--- config.mk ---
export PLATFORM = sky130hd
export DESIGN_NAME = bgauge_ctrl
export DESIGN_NICKNAME = d
export VERILOG_FILES = /design/src/design/bgauge_pkg.sv /design/src/design/bgauge_ctrl.sv
export SDC_FILE = /design/constraint.sdc
export NUM_CORES = 1
export LEC_CHECK = 0
export ABC_CLOCK_PERIOD_IN_PS = 2300
export BUFFER_PORTS_ARGS = -buffer_cell sky130_fd_sc_hd__buf_2
export CORE_AREA = 5 5 42 44
export DETAILED_ROUTE_END_ITERATION = 7
export DIE_AREA = 0 0 47 49
export GPL_TIMING_DRIVEN = 0
export MAX_ROUTING_LAYER = met4
export SYNTH_ARGS = -nofsm -noshare
export SYNTH_HDL_FRONTEND = slang
export SYNTH_SLANG_ARGS = --single-unit
export TNS_END_PERCENT = 20
--- constraint.sdc ---
create_clock -name clock -period 2.3 [get_ports clock]
set_clock_uncertainty 0.15 [all_clocks]
set_input_delay 0.46 -clock clock [delete_from_list [all_inputs] [get_ports clock]]
set_output_delay 0.46 -clock clock [all_outputs]
set_load 0.02 [all_outputs]
--- src/design/bgauge_pkg.sv ---
`default_nettype none

package bgauge_pkg;

   // Field widths
   localparam int PinW  = 12;
   localparam int MvW   = 16;
   localparam int PctW  = 7;
   localparam int LvlW  = 3;
   localparam int DivW  = 5;
   localparam int TrimW = 11;
   localparam int WarmW = 8;
   localparam int HystW = 10;
   localparam int CsrIdxW  = 3;
   localparam int CsrDataW = 16;

   // Scale chain: pin * divider, then * trim, then / 1000 by reciprocal
   localparam int Prod1W = PinW + DivW;
   localparam int Prod2W = Prod1W + TrimW;
   localparam int DivShift = 38;
   localparam int DivRecipW = 29;
   localparam logic [DivRecipW-1:0] DIV_RECIP = 29'd274877907; // ceil(2^38 / 1000)
   localparam int QuotW = Prod2W + DivRecipW;

   // Open-circuit curve, highest point first
   localparam int CURVE_POINTS = 13;
   localparam int SegW = $clog2(CURVE_POINTS);
   localparam logic [MvW-1:0] CURVE_MV [CURVE_POINTS] = '{
      16'd4200, 16'd4100, 16'd4000, 16'd3930, 16'd3870, 16'd3820, 16'd3790,
      16'd3770, 16'd3740, 16'd3680, 16'd3600, 16'd3500, 16'd3300
   };
   localparam logic [PctW-1:0] CURVE_PCT [CURVE_POINTS] = '{
      7'd100, 7'd90, 7'd80, 7'd70, 7'd60, 7'd50, 7'd40,
      7'd30, 7'd20, 7'd15, 7'd10, 7'd5, 7'd0
   };
   // ceil(2^20 / span) of the segment ending at point i; point 0 ends no segment and holds zero
   localparam int RecipShift = 20;
   localparam int RecipW = 17;
   localparam logic [RecipW-1:0] SEG_RECIP [CURVE_POINTS] = '{
      17'd0,     17'd10486, 17'd10486, 17'd14980, 17'd17477, 17'd20972, 17'd34953,
      17'd52429, 17'd34953, 17'd17477, 17'd13108, 17'd10486, 17'd5243
   };
   localparam int NumW = MvW + PctW + 1;
   localparam logic [PctW-1:0] PCT_FULL = 7'd100;
   localparam logic [PctW-1:0] PCT_EMPTY = 7'd0;

   typedef enum logic [LvlW-1:0] {
      LvlUnknown  = 3'd0,
      LvlAbsent   = 3'd1,
      LvlNormal   = 3'd2,
      LvlLow      = 3'd3,
      LvlCritical = 3'd4
   } level_type;

   typedef enum logic [CsrIdxW-1:0] {
      RegDivider  = 3'd0,
      RegTrim     = 3'd1,
      RegWarmup   = 3'd2,
      RegAbsent   = 3'd3,
      RegLow      = 3'd4,
      RegCritical = 3'd5,
      RegHyst     = 3'd6
   } csr_idx_type;

   typedef struct packed {
      logic [DivW-1:0]  div_ratio;
      logic [TrimW-1:0] trim_permille;
      logic [WarmW-1:0] warmup_periods;
      logic [MvW-1:0]   absent_floor;
      logic [MvW-1:0]   low_mv;
      logic [MvW-1:0]   crit_floor;
      logic [HystW-1:0] hyst_margin;
   } cfg_type;

   typedef struct packed {
      logic load;
      logic scale;
      logic trim;
      logic divide;
      logic classify;
      logic percent;
      logic publish;
   } cmd_type;

   typedef struct packed {
      logic sample_ok;
   } sts_type;

endpackage

`default_nettype wire

--- src/design/bgauge_ctrl.sv ---
`default_nettype none

module bgauge_ctrl (
   input  wire logic                 clock,
   input  wire logic                 reset,
   input  wire logic                 req_valid,
   output logic                      req_stall,
   output logic                      rsp_valid,
   input  wire logic                 rsp_stall,
   input  wire bgauge_pkg::sts_type  sts,
   output bgauge_pkg::cmd_type       cmd
);

   typedef enum logic [2:0] {
      StIdle,
      StScale,
      StTrim,
      StDivide,
      StClass,
      StPercent,
      StPublish
   } state_type;

   state_type state_ff;
   state_type state_in;
   logic      rsp_valid_ff;
   logic      rsp_valid_in;
   logic      out_free;

   assign out_free = !rsp_valid_ff || !rsp_stall;

   always_comb begin
      cmd          = '0;
      state_in     = state_ff;
      rsp_valid_in = rsp_valid_ff && rsp_stall;
      unique case (state_ff)
         StIdle: begin
            if (req_valid) begin
               cmd.load = 1'b1;
               state_in = StScale;
            end
         end
         StScale: begin
            cmd.scale = 1'b1;
            // a failed sample skips straight to the held values
            state_in  = sts.sample_ok ? StTrim : StPublish;
         end
         StTrim: begin
            cmd.trim = 1'b1;
            state_in = StDivide;
         end
         StDivide: begin
            cmd.divide = 1'b1;
            state_in   = StClass;
         end
         StClass: begin
            cmd.classify = 1'b1;
            state_in     = StPercent;
         end
         StPercent: begin
            cmd.percent = 1'b1;
            state_in    = StPublish;
         end
         StPublish: begin
            if (out_free) begin
               cmd.publish  = 1'b1;
               rsp_valid_in = 1'b1;
               state_in     = StIdle;
            end
         end
         default: state_in = StIdle;
      endcase
   end

   always_ff @(posedge clock) begin
      if (reset) begin
         state_ff     <= StIdle;
         rsp_valid_ff <= 1'b0;
      end else begin
         state_ff     <= state_in;
         rsp_valid_ff <= rsp_valid_in;
      end
   end

   assign req_stall = state_ff != StIdle;
   assign rsp_valid = rsp_valid_ff;

   a_load_starts: assert property (@(posedge clock) disable iff (reset)
      cmd.load |=> state_ff == StScale)
      else $error("accepted transaction did not start scaling");

   a_publish_shows: assert property (@(posedge clock) disable iff (reset)
      cmd.publish |=> rsp_valid_ff && state_ff == StIdle)
      else $error("published result not presented");

   a_no_overwrite: assert property (@(posedge clock) disable iff (reset)
      rsp_valid_ff && rsp_stall |-> !cmd.publish)
      else $error("pending result overwritten");

endmodule

`default_nettype wire

Word-level counts from Yosys, hierarchy flattened
Cells that the tools add are included.
{"block": "totals", "output_inout_bits": 9, "reg_bits": 4, "word_cells": 32, "in_bits": 5}
{"block": "op_classes", "n_reduce_logical": 7, "eq_ne": 8, "muxes": 15}
{"operator": "case mux 3 bit (7 select lines)", "count": 1}
{"operator": "2-to-1 mux 1 bit", "count": 11}
{"operator": "== test 3 bit, second input constant", "count": 3}
{"operator": "2-to-1 mux 3 bit", "count": 3}
{"operator": "== test 3 x 2 -> 1 bit, second input constant", "count": 2}
{"operator": "!= test 2 bit, second input constant", "count": 2}
{"operator": "== test 3 x 1 -> 1 bit, second input constant", "count": 1}
{"operator": "zero test 3 bit", "count": 1}
{"operator": "nonzero test 3 bit", "count": 1}
{"operator": "zero test 1 bit", "count": 2}
{"operator": "AND reduction 2 bit", "count": 1}
{"operator": "logical AND 1 bit", "count": 1}
{"operator": "logical OR 1 bit", "count": 1}

Logic depth before layout (Yosys ltp)
{"block": "depth", "depth_word": 4, "depth_mapped": 4, "mapped_depth_nobuf": 3}

Worst setup path before layout
OpenSTA, ideal clock, no wires.
{"block": "synth_path", "kind": "reg-to-output", "start": "reg state_ff[1]", "end": "out cmd[6] in the netlist's numbering", "t_required_ns": 1.690, "t_arrival_ns": 1.071, "path_slack_ns": 0.619, "path_buffers": 1, "path_stages_with_launch": 4, "path_cell_list": "dfxtp_1 -> buf_6 -> or3_4 -> nor2_2"}
{"item": "from (decl)", "line": "bgauge_ctrl.sv:24", "rtl": "state_type state_ff;"}
{"item": "from (signal assigned)", "line": "bgauge_ctrl.sv:77", "rtl": "state_ff <= StIdle;"}
{"item": "from (signal assigned)", "line": "bgauge_ctrl.sv:80", "rtl": "state_ff <= state_in;"}
{"item": "to (decl)", "line": "bgauge_ctrl.sv:11", "rtl": "output bgauge_pkg::cmd_type cmd"}

==> qor.yml <==
critical_path:
  worst-setup-path-type: "reg -> out"
  timing.critical_path.buf_inv: 2
  crit-reg2reg-capture: "rsp_valid"
  critical_path.slowest_cell: "or3_4"
  worst_path_dominant_cell_family: "simple AND/OR/NAND/NOR gates"
  timing.critical_path.from_type: "flip-flop"
  crit_arrival_ns: 1.32
  regToRegSetupSlack_ns: 1.17
  r2r_cells: 4
  crit_path_cell_trace: "buf_6 -> or3_4 -> nor2_2 -> buf_2"
  timing.rr.start: "state_ff[2]"
  endpoint_kind: "output port"
  critical_path.max_stage_delay_ns: 0.38
  critPathMaxFanout: 10
  critical_path_required_ns: 1.69
  timing.critical_path.depth: 4
timing:
  worst_pin_slew_ns: 0.291
  share_of_the_clock_period_used_by_the_worst_path_after_layout_pct: 84.0
  final_critical_path_setup_slack_ns: 0.369
  finalSetupTns_ns: 0
  timing.slew.headroom_pct: 80.6
  finalHoldViolations: 0
  finalSetupViolCount: 0
  slew_viol_final: 0
  rsz_0062_raised_after_global_routing: "false"
  timing.fmax_mhz: 518
  minimum_clock_period_ns: 1.93
global_route:
  grt_first_pass_wirelength_microns: 1040
  overflow: 0
  grt_start_max_net_pins: 11
  antenna_found_initial: 0
  grt_util_all_layers_pct: 6.35
  grt_pass1_vias: 255
drt:
  routed_wire_length_per_instance_microns: 9.85
  detail_route.wirelength_microns: 611
  vias: 261
  drt_drc_violations_left: 0
  first_pass_iters: 2
  detailedRoute.firstIterationViolations: 3
  ant_nets: 0
  via_per_inst: 4.21
cts:
  clk-insertion-delay-late_ns: 0.23
  cts_resized: 0
  clk_path_buf_depth: 2
  cts_htree_levels: 1
  clkSlewWorstSetupHoldPaths_ns: 0.04
  cts_sinks: 4
  ctsRootBufferMaster: "clkbuf_4"
  cts_inserted_buffers: 3
  cts-hold-fix-buffers: 0
  postCtsSetupRepairBufs: 0
  cts_tree: "yes"
worst_hold_path:
  hp-class: "in -> reg"
  worstHoldStart: "reset"
  worst_hold_path.endpoint: "state_ff[2]"
  min_delay_path_depth: 2
floorplanning:
  core_region_area_sq_um: 1400
  placementRows: 14
  chipWidth_microns: 47
  initial_core_util_pct: 17.8
  top_level_ports: 14
  floorplan.die_area_sq_um: 2300
  fp.dieH_microns: 49
finish:
  most_frequent_standard_cell_in_the_layout_excluding_fill_and_tap_cells: "buf_2"
  syn_to_final_growth_pct: 43.2
  antenna_cells: 0
  fillers: 172
  fin_nets: 53
  final-instance-count-excl-fill: 62
  final_layout_size_suffix_gt1_share_pct: 43.5
  layout.cells.most_common_list: "buf_2, nor2b_1, a21oi_1, dfxtp_1"
logic_synthesis:
  ys.flop_type: "dfxtp_1"
  synth.lib_cells_used.distinct: 18
  synthesis.area_sq_um: 249
  ys_async_sr_fraction_pct: 0
  syn-num-nets: 35
  syn_inst: 30
  syn_area_per_cell_sq_um: 8.30
  synth-warning-count: 0
  synth_enable_flop_cells: 0
  synthesis_stage_register_bit_count: 4
  sequential_fraction_of_the_synthesis_area_pct: 32.2
placement:
  dpl.cell_count: 59
  port-buffer-count: 13
  routability_congestion_estimate: 0.602
  dp_worst_setup_slack_ns: 0.607
  hpwlAfterDp_microns: 481
outcome:
  outcome: "completed"
power_and_ir_drop:
  leakage_power_nw: 0.184
  power_density_nw_per_um2: 700
  maximum_vdd_drop_mv: 0.159
flow_run:
  cap_viol_max_count: 0
==> report_power, final <==
part	leakage, nW	switching, mW	total, mW	internal, mW
sequential	0.0328	0.00633	0.0822	0.0759
combinational	0.137	0.0446	0.0812	0.0366
clock	0.0138	0.0280	0.0864	0.0583
total	0.184	0.0789	0.250	0.171
==> routing by layer <==
layer	up-vias	track usage, %	routed length (microns)
li1	137	-	-
met1	119	7.47	233
met2	5	8.82	336
met3	0	2.21	40
met4	0	4.15	0
met5	-	-	0
==> flip-flops by register name (all words and copies together) (netlist names) <==
name,flops
rsp_valid,1
state_ff,3
==> worst max path at each step <==
| stage | endpoint | startpoint |
|---|---|---|
| after global routing | cmd[0] | state_ff[2] |
| after CTS | cmd[6] | state_ff[1] |
| after global placement | cmd[6] | state_ff[1] |
| final | cmd[6] | state_ff[1] |
| after detailed placement | cmd[6] | state_ff[1] |
| after floorplan | cmd[6] | state_ff[1] |
==> cell families after synthesis <==
group | count (synthesis) | synth area share (%)
AND/OR/NAND/NOR | 15 | 37.2
AO/OA/AOI/OAI | 8 | 21.6
flip-flops | 4 | 32.2
buffers and inverters | 3 | 9.04
==> stage by stage <==
stage          cell area, sq um  hold slack (ns)  power [mW]  utilization [%]
6_report                    357            0.286       0.250             25.4
5_1_grt                     357            0.280       0.269             25.4
3_3_place_gp                334            0.363       0.164             23.8
2_1_floorplan               249            0.379       0.142                -
4_1_cts                     357            0.278       0.255             25.4
3_5_place_dp                334            0.366       0.166             23.8
==> area by class of cell <==
type                    count  area, sq um  area share [%]
plain buffers               2         18.8            5.26
clock buffers               3         22.5            6.32
inverters                   1         3.75            1.05
multi-input cells          23          146            41.1
flip-flops and latches      4         80.1            22.5
well taps                  16         20.0            5.61
repair buffers             13         65.1            18.2
==> synthesized netlist by cell type, types with 2 or more instances <==
master   number  area, sq um
dfxtp_1       4         80.1
nor3b_1       2         15.0
nand2_1       3         11.3
nor2b_1       4         25.0
a21oi_1       4         20.0
Note: power is estimated with default switching activity, not from simulation.
