**config.mk**
```make
export PLATFORM = sky130hd
export DESIGN_NAME = bgauge_csr
export DESIGN_NICKNAME = d
export VERILOG_FILES = /design/src/design/bgauge_pkg.sv /design/src/design/bgauge_csr.sv
export SDC_FILE = /design/constraint.sdc
export NUM_CORES = 1
export LEC_CHECK = 0
export BUFFER_PORTS_ARGS = -buffer_cell sky130_fd_sc_hd__buf_2
export CAP_MARGIN = 20
export CORE_UTILIZATION = 40
export DETAILED_ROUTE_END_ITERATION = 10
export GPL_ROUTABILITY_DRIVEN = 0
export PLACE_DENSITY = 0.65
export REMOVE_ABC_BUFFERS = 1
export SYNTH_ARGS = -nofsm -noshare
export SYNTH_HDL_FRONTEND = slang
export SYNTH_SLANG_ARGS = --single-unit
export TNS_END_PERCENT = 1
```
**constraint.sdc**
```tcl
create_clock -name clock -period 1.49 [get_ports clock]
set_input_delay 0.2235 -clock clock [delete_from_list [all_inputs] [get_ports clock]]
set_output_delay 0.2235 -clock clock [all_outputs]
set_load 0.02 [all_outputs]
```
**src/design/bgauge_pkg.sv**
```systemverilog
`default_nettype none

package bgauge_pkg;

   // Field widths
   localparam int PinW  = 12;
   localparam int MvW   = 16;
   localparam int PctW  = 7;
   localparam int LvlW  = 3;
   localparam int DivW  = 5;
   localparam int TrimW = 11;
   localparam int WarmW = 8;
   localparam int HystW = 10;
   localparam int CsrIdxW  = 3;
   localparam int CsrDataW = 16;

   // Scale chain: pin * divider, then * trim, then / 1000 by reciprocal
   localparam int Prod1W = PinW + DivW;
   localparam int Prod2W = Prod1W + TrimW;
   localparam int DivShift = 38;
   localparam int DivRecipW = 29;
   localparam logic [DivRecipW-1:0] DIV_RECIP = 29'd274877907; // ceil(2^38 / 1000)
   localparam int QuotW = Prod2W + DivRecipW;

   // Open-circuit curve, highest point first
   localparam int CURVE_POINTS = 13;
   localparam int SegW = $clog2(CURVE_POINTS);
   localparam logic [MvW-1:0] CURVE_MV [CURVE_POINTS] = '{
      16'd4200, 16'd4100, 16'd4000, 16'd3930, 16'd3870, 16'd3820, 16'd3790,
      16'd3770, 16'd3740, 16'd3680, 16'd3600, 16'd3500, 16'd3300
   };
   localparam logic [PctW-1:0] CURVE_PCT [CURVE_POINTS] = '{
      7'd100, 7'd90, 7'd80, 7'd70, 7'd60, 7'd50, 7'd40,
      7'd30, 7'd20, 7'd15, 7'd10, 7'd5, 7'd0
   };
   // ceil(2^20 / span) of the segment ending at point i; point 0 ends no segment and holds zero
   localparam int RecipShift = 20;
   localparam int RecipW = 17;
   localparam logic [RecipW-1:0] SEG_RECIP [CURVE_POINTS] = '{
      17'd0,     17'd10486, 17'd10486, 17'd14980, 17'd17477, 17'd20972, 17'd34953,
      17'd52429, 17'd34953, 17'd17477, 17'd13108, 17'd10486, 17'd5243
   };
   localparam int NumW = MvW + PctW + 1;
   localparam logic [PctW-1:0] PCT_FULL = 7'd100;
   localparam logic [PctW-1:0] PCT_EMPTY = 7'd0;

   typedef enum logic [LvlW-1:0] {
      LvlUnknown  = 3'd0,
      LvlAbsent   = 3'd1,
      LvlNormal   = 3'd2,
      LvlLow      = 3'd3,
      LvlCritical = 3'd4
   } level_type;

   typedef enum logic [CsrIdxW-1:0] {
      RegDivider  = 3'd0,
      RegTrim     = 3'd1,
      RegWarmup   = 3'd2,
      RegAbsent   = 3'd3,
      RegLow      = 3'd4,
      RegCritical = 3'd5,
      RegHyst     = 3'd6
   } csr_idx_type;

   typedef struct packed {
      logic [DivW-1:0]  div_ratio;
      logic [TrimW-1:0] trim_permille;
      logic [WarmW-1:0] warmup_periods;
      logic [MvW-1:0]   absent_floor;
      logic [MvW-1:0]   low_mv;
      logic [MvW-1:0]   crit_floor;
      logic [HystW-1:0] hyst_margin;
   } cfg_type;

   typedef struct packed {
      logic load;
      logic scale;
      logic trim;
      logic divide;
      logic classify;
      logic percent;
      logic publish;
   } cmd_type;

   typedef struct packed {
      logic sample_ok;
   } sts_type;

endpackage

`default_nettype wire

```
**src/design/bgauge_csr.sv**
```systemverilog
`default_nettype none

module bgauge_csr (
   input  wire logic                             clock,
   input  wire logic                             reset,
   input  wire logic                             csr_wr_en,
   input  wire logic [bgauge_pkg::CsrIdxW-1:0]   csr_index,
   input  wire logic [bgauge_pkg::CsrDataW-1:0]  csr_wdata,
   output bgauge_pkg::cfg_type                   cfg
);

   bgauge_pkg::cfg_type cfg_ff;
   bgauge_pkg::cfg_type cfg_in;

   always_comb begin
      cfg_in = cfg_ff;
      if (csr_wr_en) begin
         unique case (bgauge_pkg::csr_idx_type'(csr_index))
            bgauge_pkg::RegDivider:  cfg_in.div_ratio      = csr_wdata[bgauge_pkg::DivW-1:0];
            bgauge_pkg::RegTrim:     cfg_in.trim_permille  = csr_wdata[bgauge_pkg::TrimW-1:0];
            bgauge_pkg::RegWarmup:   cfg_in.warmup_periods = csr_wdata[bgauge_pkg::WarmW-1:0];
            bgauge_pkg::RegAbsent:   cfg_in.absent_floor   = csr_wdata;
            bgauge_pkg::RegLow:      cfg_in.low_mv         = csr_wdata;
            bgauge_pkg::RegCritical: cfg_in.crit_floor     = csr_wdata;
            bgauge_pkg::RegHyst:     cfg_in.hyst_margin    = csr_wdata[bgauge_pkg::HystW-1:0];
            default:                 cfg_in = cfg_ff;
         endcase
      end
   end

   always_ff @(posedge clock) begin
      if (reset) begin
         cfg_ff.div_ratio      <= 5'd2;
         cfg_ff.trim_permille  <= 11'd1000;
         cfg_ff.warmup_periods <= 8'd13;
         cfg_ff.absent_floor   <= 16'd2000;
         cfg_ff.low_mv         <= 16'd3550;
         cfg_ff.crit_floor     <= 16'd3300;
         cfg_ff.hyst_margin    <= 10'd60;
      end else begin
         cfg_ff <= cfg_in;
      end
   end

   assign cfg = cfg_ff;

endmodule

`default_nettype wire

```
# Yosys cells after proc, flatten, opt, wreduce, memory -nomap -nowiden
# Index checks and enable logic that the tools add are counted.
dict set report word_totals {
  ff_bits 82
  out_inout_bits 82
}
dict set report op_classes {
  eq_ne 6
  n_reduce_logical 8
}
# op count
set op_table {}
lappend op_table {{$reduce_and 2->1} 7}
lappend op_table {{$eq 3x3->1 const B} 3}
lappend op_table {{$eq 3x2->1 const B} 2}
lappend op_table {{$eq 3x1->1 const B} 1}
lappend op_table {{$logic_not 3->1} 1}

# Depth between registers and ports, before layout
# Gate-level depths: netlist of the first run.
dict set report depth {
  word_depth 2
  ltp_mapped 5
}

# Worst setup path after synthesis of the first run
# No wires, ideal clock.
dict set report synth_timing {
  path_type {input to register}
  start {in csr_index[1] (netlist name)}
  end {reg cfg_ff (netlist bit cfg[77])}
  setup_time_ns 0.124
  arrival_ns 1.108
  required_time_ns 1.366
  path_slack_ns 0.258
  path_stages 4
  n_path_buf 2
  cell_sequence {clkbuf_2 or4b_4 buf_6 mux2i_1}
}
dict set report synth_between {
  elab_chain_len 2
}
# element line
set synth_rtl {}
lappend synth_rtl {{from (decl)} bgauge_csr.sv:7} ;# input wire logic [bgauge_pkg::CsrIdxW-1:0] csr_index,
lappend synth_rtl {{$logic_not 3->1} bgauge_csr.sv:18} ;# unique case (bgauge_pkg::csr_idx_type'(csr_index))
lappend synth_rtl {{$reduce_and 2->1 (no line)} -}
lappend synth_rtl {{to (signal assigned)} bgauge_csr.sv:41} ;# cfg_ff <= cfg_in;
lappend synth_rtl {{to (decl)} bgauge_csr.sv:12} ;# bgauge_pkg::cfg_type cfg_ff;
# Every way passes these cells.
# A chain may end at the register's enable or synchronous reset.

# Worst setup path after layout of the first run
dict set report layout_timing {
  start {reg cfg_ff (netlist bit cfg[63])}
  end {out cfg[63] (netlist name)}
}
# element line
set layout_lines {}
lappend layout_lines {{to (decl)} bgauge_csr.sv:9} ;# output bgauge_pkg::cfg_type cfg
# No word-level cell between the ends.

==> results of run 1 <==
## synth_stat cells
master / instances / area, um^2
sky130_fd_sc_hd__or4b_4: 1 / 13.8
sky130_fd_sc_hd__nand4b_1: 2 / 17.5
sky130_fd_sc_hd__clkbuf_1: 10 / 37.5
sky130_fd_sc_hd__and4bb_2: 1 / 12.5
sky130_fd_sc_hd__buf_6: 2 / 22.5
sky130_fd_sc_hd__mux2i_1: 82 / 821
sky130_fd_sc_hd__and4b_1: 2 / 20.0
sky130_fd_sc_hd__dfxtp_1: 82 / 1640
sky130_fd_sc_hd__buf_4: 1 / 7.51
sky130_fd_sc_hd__nand4b_2: 1 / 15.0
sky130_fd_sc_hd__nor4bb_1: 1 / 10.0
sky130_fd_sc_hd__nand2b_1: 63 / 394
sky130_fd_sc_hd__buf_2: 11 / 55.1
sky130_fd_sc_hd__clkbuf_2: 1 / 5.00
sky130_fd_sc_hd__nand4bb_1: 2 / 22.5
sky130_fd_sc_hd__nor2_1: 47 / 176
## metrics by stage
step           std cells  hold slack, ps  setup WS, ps
6_report             516             143           381
4_1_cts              516             123           366
5_1_grt              516             159           342
3_5_place_dp         500             460           200
3_3_place_gp         500             455           223
2_1_floorplan        284             375          -294
## power by group through the flow
| stage | logic, W | registers (W) | clock network [W] |
|---|---|---|---|
| final | 0.000390 | 0.00226 | 0.00199 |
| after global routing | 0.000423 | 0.00227 | 0.00213 |
| after CTS | 0.000396 | 0.00226 | 0.00204 |
| after detailed placement | 0.000394 | 0.00231 | 0 |
| after global placement | 0.000389 | 0.00231 | 0 |
| after floorplan | 0.000146 | 0.00237 | 0 |
## how the worst max path moves through the flow
stage	from	slack [ps]	cells past startpoint	end
final	cfg[63]	380	1	cfg[63]
after global placement	csr_index[0]	220	3	cfg[77]
after CTS	cfg[45]	370	1	cfg[45]
after floorplan	csr_wr_en	-290	2	cfg[58]
after detailed placement	csr_index[0]	200	3	cfg[77]
after global routing	cfg[48]	340	1	cfg[48]
## routing by layer
layer,vias to the layer above,track usage [%],share of wire [%]
met1,1138,23.5,49
met5,-,0,0
met2,66,29.4,45
met4,0,5.47,1.1
met3,8,4.84,5.2
li1,1222,-,-
## final cells by class
class	instances	area [um^2]	area share, %
sequential	82	1640	39.2
multi-input combinational	202	1520	36.3
timing repair buffer	114	648	15.5
clock buffer	10	138	3.29
tap	102	128	3.05
clock inverter	6	113	2.69
## cells by family (layout without fill, tap and decap cells)
kind of cell,Yosys count,count (layout),synth area share (%)
buffers and inverters,25,130,3.90
AND/OR/NAND/NOR,120,120,20.8
flip-flops,82,82,50.2
multiplexers,82,82,25.1
==> impl_summary.log, run 1 <==
[metrics] CTS tree: done
[metrics] worst hold stages: 3
[metrics] Fin Setup TNS: 0 ps
[metrics] DRT Wirelength: between 7000 and 8000 um
[metrics] Setup Viol. Count Final: 0
[metrics] cells resized by post-CTS repair: 0
[metrics] combinational share of power: between 8 and 9%
[metrics] post-synthesis to final-layout area growth: 27.9%
[metrics] HPWL after DPL: 5210 um
[metrics] kind of end point of the critical path: output port
[metrics] final-report max-slew violation count: 0
[metrics] commonest cells after routing, fill and taps aside: 103 x sky130_fd_sc_hd__buf_2, 82 x sky130_fd_sc_hd__mux2i_1, 82 x sky130_fd_sc_hd__dfxtp_1
[metrics] crit start category: flop
[metrics] largest net degree at the start of global routing: 40
[metrics] Hold Vio Cnt, Final: 0
[metrics] worst reg-to-reg path cell count: 2
[metrics] clock network power share: 42.8%
[metrics] number of buffers inserted to repair setup after CTS: 0
[metrics] slowest cell on the critical path: sky130_fd_sc_hd__dfxtp_1
[metrics] total number of vias: ~2400
[metrics] internal portion of total power: 0.00357 W
[metrics] warning count from the yosys run: 0
[metrics] global routing usage summed across all routing layers: between 10% and 20%
[metrics] Core Region: ~0.0078 mm^2
[metrics] grt ovf: 0
[metrics] count of filler cells inserted in the layout: ~730
[metrics] Power Density: between 1000 and 1500 mW/mm^2
[metrics] share of the yosys chip area belonging to registers: 50.2%
[metrics] CTS Buf Count: 9
[metrics] shortest clock period the worst path allows after layout: ~1100 ps
[metrics] worst-path maximum fanout: 2
[metrics] synthesized instance count: 309
[metrics] mean number of vias per cell: 4.72
[metrics] total number of H-tree levels: 3
[metrics] DRT Pass-1 Iters: 4
[metrics] Worst EP required: ~1300 ps
[metrics] kind of cell adding the most delay to the critical path: flip-flops
[metrics] wire length per cell: ~15 um
[metrics] Port Buf Inserts: just over 100
[metrics] remaining antenna violation count after routing: 0
[metrics] number of buffer and inverter instances along the worst setup path: 1
[metrics] final core occ: approximately 54%
[metrics] initial antenna violation count: 0
[metrics] largest voltage drop on the vdd net: ~0.61 mV
[metrics] number of buffers inserted by hold repair at cts: 0
[metrics] clock slew at the register clock pins of the worst setup and hold paths: about 90 ps
[metrics] netlist area before placement: between 0.003 and 0.004 mm^2
[metrics] violation count after the first detailed-routing iteration: 81
[metrics] clock sink count: 82
[metrics] count of unresolved DRC violations after routing: 0
[metrics] worst reg2reg path endpoint: cfg[61]
[metrics] wire length of the first global-routing pass: between 10000 and 15000 um
[metrics] initial cell density of the core: between 40% and 50%
[metrics] end of the worst hold path: cfg[53]
[metrics] crit path kind: flop to output port
[metrics] arrival time reported for the critical path endpoint: around 900 ps
[metrics] post-layout net count: 431
[metrics] Ports: 104
[metrics] Power, Total: approximately 0.0046 W
[metrics] placed cell areas: 0.00394 mm^2
[metrics] average footprint of a synthesized cell: about 11 um^2
[metrics] area enclosed by the die boundary: between 0.008 and 0.009 mm^2
[metrics] finished layout cell area: 0.00419 mm^2
[metrics] switching part of the total power: between 20% and 30%
[metrics] Cell variety after synth: 16
[metrics] sequential share of power: around 49%
[metrics] worst skew pair latency: between 300 and 400 ps
[metrics] Worst Hold Class: input port to flop
[metrics] # rows: 32
[metrics] transition time at the pin with the least slew margin: roughly 320 ps
[metrics] total of flip-flops plus latches after synthesis: between 80 and 90
[metrics] commonest non-fill, non-tap cell in the layout: sky130_fd_sc_hd__buf_2
[metrics] number of global-route vias before repair: around 2400
[metrics] crit-path max cell delay: 360 ps
[metrics] switching power of the nets: 0.00107 W
[metrics] source of the worst register-to-register timing path: cfg[61]
[metrics] fmax: 902 MHz
[metrics] Max transition margin: about four fifths
[metrics] buffer type at the clock tree root: sky130_fd_sc_hd__clkbuf_8
[metrics] outcome: completed
[metrics] width of the chip: approximately 92 um
[metrics] fraction of layout cells with a size suffix above 1: between 30% and 40%
[metrics] Largest register FFs: a little over 80
[metrics] die height: 92.4 um
[metrics] max_cap viols: 0
[metrics] setup repair after global routing missed its margin: false
[metrics] buffer levels on the longest clock path: 2
[metrics] CP cell instances: buf_2
[metrics] leak pwr: just over 2 nW
[metrics] clock tree skew after final layout: 0 ps
[metrics] origin of the worst min-delay path: csr_wdata[11]
[metrics] antenna diode count: 0
[metrics] setup slack of the worst register-to-register path: between 800 and 900 ps
[metrics] final critical-path share of the clock period: 74.4%
No activity file was read; power rests on OpenSTA's default activity.
==> run 2, diff against run 1 <==
Settings changed: ABC_AREA from default to 1.
Clock period 1.49 ns to 1.1 ns, I/O delays scaled along.
==> run 2 against run 1 <==
Against the previous run:
- sequential cell count is the same
- critical endpoint is now cfg[71]
- critical path type unchanged
- core utilization grew 0.60 points
- clock skew is the same
- cell count grew 29%
==> impl_summary.log, run 2 <==
[metrics] arrival time reported for the critical path endpoint: 870 ps (was 890 ps)
[metrics] antenna diode count: 0 (unchanged)
[metrics] DRT Pass-1 Iters: 4 (unchanged)
[metrics] number of global-route vias before repair: 2834 (was 2358)
[metrics] primary flip-flop cell chosen by synthesis mapping: sky130_fd_sc_hd__dfxtp_1 (unchanged)
[metrics] outcome: completed (unchanged)
[metrics] HPWL after DPL: 6170 um (was 5210 um)
[metrics] area of the multi-input gates: 0.00136 mm^2 (was 0.00152 mm^2)
[metrics] Setup Viol. Count Final: 0 (unchanged)
[metrics] Port Buf Inserts: 103 (unchanged)
[metrics] top cells by instance count after synthesis: 127 x sky130_fd_sc_hd__nand2_1, 97 x sky130_fd_sc_hd__nor2_1, 82 x sky130_fd_sc_hd__dfxtp_1, 82 x sky130_fd_sc_hd__nand3_1, 18 x sky130_fd_sc_hd__inv_1 (was 82 x sky130_fd_sc_hd__dfxtp_1, 82 x sky130_fd_sc_hd__mux2i_1, 63 x sky130_fd_sc_hd__nand2b_1, 47 x sky130_fd_sc_hd__nor2_1, 11 x sky130_fd_sc_hd__buf_2)
[metrics] Synth area leaders: sky130_fd_sc_hd__dfxtp_1 51%, sky130_fd_sc_hd__nand2_1 15%, sky130_fd_sc_hd__nand3_1 13%, sky130_fd_sc_hd__nor2_1 11%, sky130_fd_sc_hd__nor2_4 2.5% (was sky130_fd_sc_hd__dfxtp_1 50%, sky130_fd_sc_hd__mux2i_1 25%, sky130_fd_sc_hd__nand2b_1 12%, sky130_fd_sc_hd__nor2_1 5.4%, sky130_fd_sc_hd__buf_2 1.7%)
[metrics] average footprint of a synthesized cell: 7.25 um^2 (was 10.6 um^2)
[metrics] wire length of the first global-routing pass: 13800 um (was 11900 um)
[metrics] commonest non-fill, non-tap cell in the layout: sky130_fd_sc_hd__nand2_1 (was sky130_fd_sc_hd__buf_2)
[metrics] placed cell areas: 0.00399 mm^2 (was 0.00394 mm^2)
[metrics] largest net degree at the start of global routing: 43 (was 40)
[metrics] violation count after the first detailed-routing iteration: 123 (was 81)
[metrics] synthesized instance count: 442 (was 309)
[metrics] kind of cell adding the most delay to the critical path: flip-flops (unchanged)
[metrics] Ports: 104 (unchanged)
[metrics] # rows: 32 (unchanged)
[metrics] number of synthesized flops with an enable pin: 0 (unchanged)
[metrics] mean number of vias per cell: 4.70 (was 4.72)
[metrics] initial cell density of the core: 41.5% (was 41.9%)
[metrics] transition time at the pin with the least slew margin: 398 ps (was 315 ps)
[metrics] share of the yosys chip area belonging to registers: 51.2% (was 50.2%)
[metrics] grt ovf: 0 (unchanged)
[metrics] CTS tree: done (unchanged)
[metrics] max_cap viols: 0 (unchanged)
[metrics] Power Density: 1450 mW/mm^2 (was 1110 mW/mm^2)
[metrics] most frequent cell after synthesis: sky130_fd_sc_hd__nand2_1
[metrics] Worst Hold Class: input port to flop (unchanged)
[metrics] area enclosed by the die boundary: 0.00837 mm^2 (was 0.00855 mm^2)
[metrics] shortest clock period the worst path allows after layout: a little over 1000 ps
[metrics] CTS Buf Count: 9 (unchanged)
[metrics] final-report max-slew violation count: 0 (unchanged)
[metrics] clock tree skew after final layout: 0 ps (unchanged)
[metrics] number of buffer and inverter instances along the worst setup path: 1 (unchanged)
[metrics] Hold Worst Slack: 47.2 ps (was 143 ps)
[metrics] Largest register FFs: 82 (unchanged)
[metrics] cell taking the most area after synthesis: sky130_fd_sc_hd__dfxtp_1 (unchanged)
[metrics] total of flip-flops plus latches after synthesis: 82 (unchanged)
[metrics] finished layout cell area: 0.00419 mm^2 (about the same)
[metrics] kind of end point of the critical path: output port (unchanged)
[metrics] post-synthesis to final-layout area growth: 30.7% (was 27.9%)
[metrics] width of the chip: 91.5 um (was 92.4 um)
[metrics] global routing usage summed across all routing layers: 21.2% (was 18.1%)
[metrics] count of filler cells inserted in the layout: 763 (was 728)
[metrics] slowest cell on the critical path: sky130_fd_sc_hd__dfxtp_1 (unchanged)
[metrics] total number of vias: 3126 (was 2434)
[metrics] share of flip-flops with an asynchronous set or reset: 0% (unchanged)
[metrics] Worst EP required: 940 ps (was 1270 ps)
[metrics] count of unresolved DRC violations after routing: 0 (unchanged)
[metrics] final critical-path share of the clock period: 94.5%
[metrics] FF/Latch Area: 0.00164 mm^2 (unchanged)
[metrics] buffer levels on the longest clock path: 2 (unchanged)
[metrics] crit-path max cell delay: 360 ps (about the same)
[metrics] Cell variety after synth: 14 (was 16)
[metrics] fmax: 962 MHz
[metrics] die height: 91.5 um (was 92.4 um)
[metrics] Power, Total: 0.00608 W (was 0.00464 W)
[metrics] Max transition margin: 73.4% (was 79.0%)
[metrics] Core Region: 0.00773 mm^2 (was 0.00781 mm^2)
[metrics] area share of the largest cell type after synthesis: 51.2% (was 50.2%)
[metrics] buffer type at the clock tree root: sky130_fd_sc_hd__clkbuf_8 (unchanged)
[metrics] leak pwr: 2.10 nW (was 2.07 nW)
[metrics] setup repair after global routing missed its margin: false (unchanged)
[metrics] warning count from the yosys run: 0 (unchanged)
[metrics] DRT Wirelength: 8490 um (was 7520 um)
[metrics] crit start category: flop (unchanged)
[metrics] Hold Vio Cnt, Final: 0 (unchanged)
[metrics] netlist area before placement: 0.00320 mm^2 (was 0.00327 mm^2)
[metrics] CP cell instances: buf_2 (unchanged)
[metrics] post-layout net count: 580 (was 431)
[metrics] remaining antenna violation count after routing: 0 (unchanged)
[metrics] total number of H-tree levels: 3 (unchanged)
[metrics] clock slew at the register clock pins of the worst setup and hold paths: 90 ps (about the same)
[metrics] wire length per cell: 12.8 um (was 14.6 um)
[metrics] number of buffers inserted by hold repair at cts: 0 (unchanged)
[metrics] clock sink count: 82 (unchanged)
[metrics] worst skew pair latency: 340 ps (about the same)
[metrics] largest voltage drop on the vdd net: 0.620 mV (was 0.614 mV)
[metrics] initial antenna violation count: 0 (unchanged)
[metrics] fraction of layout cells with a size suffix above 1: 27.7% (was 32.4%)
[metrics] crit path kind: flop to output port (unchanged)
[metrics] setup slack of the worst register-to-register path: 520 ps (was 860 ps)
[metrics] worst-path maximum fanout: 2 (unchanged)
[metrics] commonest cells after routing, fill and taps aside: 127 x sky130_fd_sc_hd__nand2_1, 102 x sky130_fd_sc_hd__buf_2, 97 x sky130_fd_sc_hd__nor2_1 (was 103 x sky130_fd_sc_hd__buf_2, 82 x sky130_fd_sc_hd__mux2i_1, 82 x sky130_fd_sc_hd__dfxtp_1)
==> run 2: logic make-up after synthesis <==
| family | after synthesis | synth area share (%) |
|---|---|---|
| flops | 82 | 51.2 |
| buf+inv | 43 | 6.48 |
| simple gates | 317 | 42.3 |
==> run 2: routing by layer <==
layer	global-route usage [%]	vias up	wire length (um)
met2	31.9	111	3730
met5	0	-	0
met3	7.79	15	701
met1	27.8	1386	3890
li1	-	1614	-
met4	7.54	0	178
==> run 2: worst paths after layout <==
kind	start	endpoint	cells after the start
setup reg to reg	cfg[31]	cfg[31]	2
hold reg to reg	cfg[2]	cfg[2]	2
setup / recovery	cfg[71]	cfg[71]	1
hold / removal	csr_wdata[0]	cfg[58]	3
==> run 2: area by class of cell <==
type	instances	share of cell area (%)
Sequential cell	82	39.2
Multi-Input combinational cell	317	32.3
Timing Repair Buffer	125	18.7
Clock buffer	11	3.38
Tap cell	102	3.05
Inverter	23	2.06
Clock inverter	5	1.28
==> run 2: repair_timing <==
| action | in CTS | in global routing |
|---|---|---|
| endpoints found under the hold margin | 0 | 0 |
| gates resized for setup | 0 | 1 |
| setup endpoints to repair | 0 | 1 |
| setup buffers | 0 | 0 |
==> run 2: metrics by stage <==
stage               utilization (%)  setup WS (ps)  TNS [ps]  instances
detailed placement             51.7          -25.9      -200        649
floorplan                         -          -39.8      -358        422
finish                         54.2           60.3         0        665
global placement               51.7          -6.44     -20.8        649
global route                   54.2           1.36         0        665
CTS                            54.2           41.4         0        665
==> run 2: worst min-delay path: cells and delay by family <==
kind	cells	cell delay (ps)
buffers and inverters	1	90
and+or+nand+nor	2	110
==> run 2: power by group <==
group,internal (W),total [W],switching [W],leakage (nW)
clock network,0.00110,0.00215,0.00104,0.103
registers,0.00307,0.00313,0.0000534,0.668
logic,0.000289,0.000809,0.000519,1.33
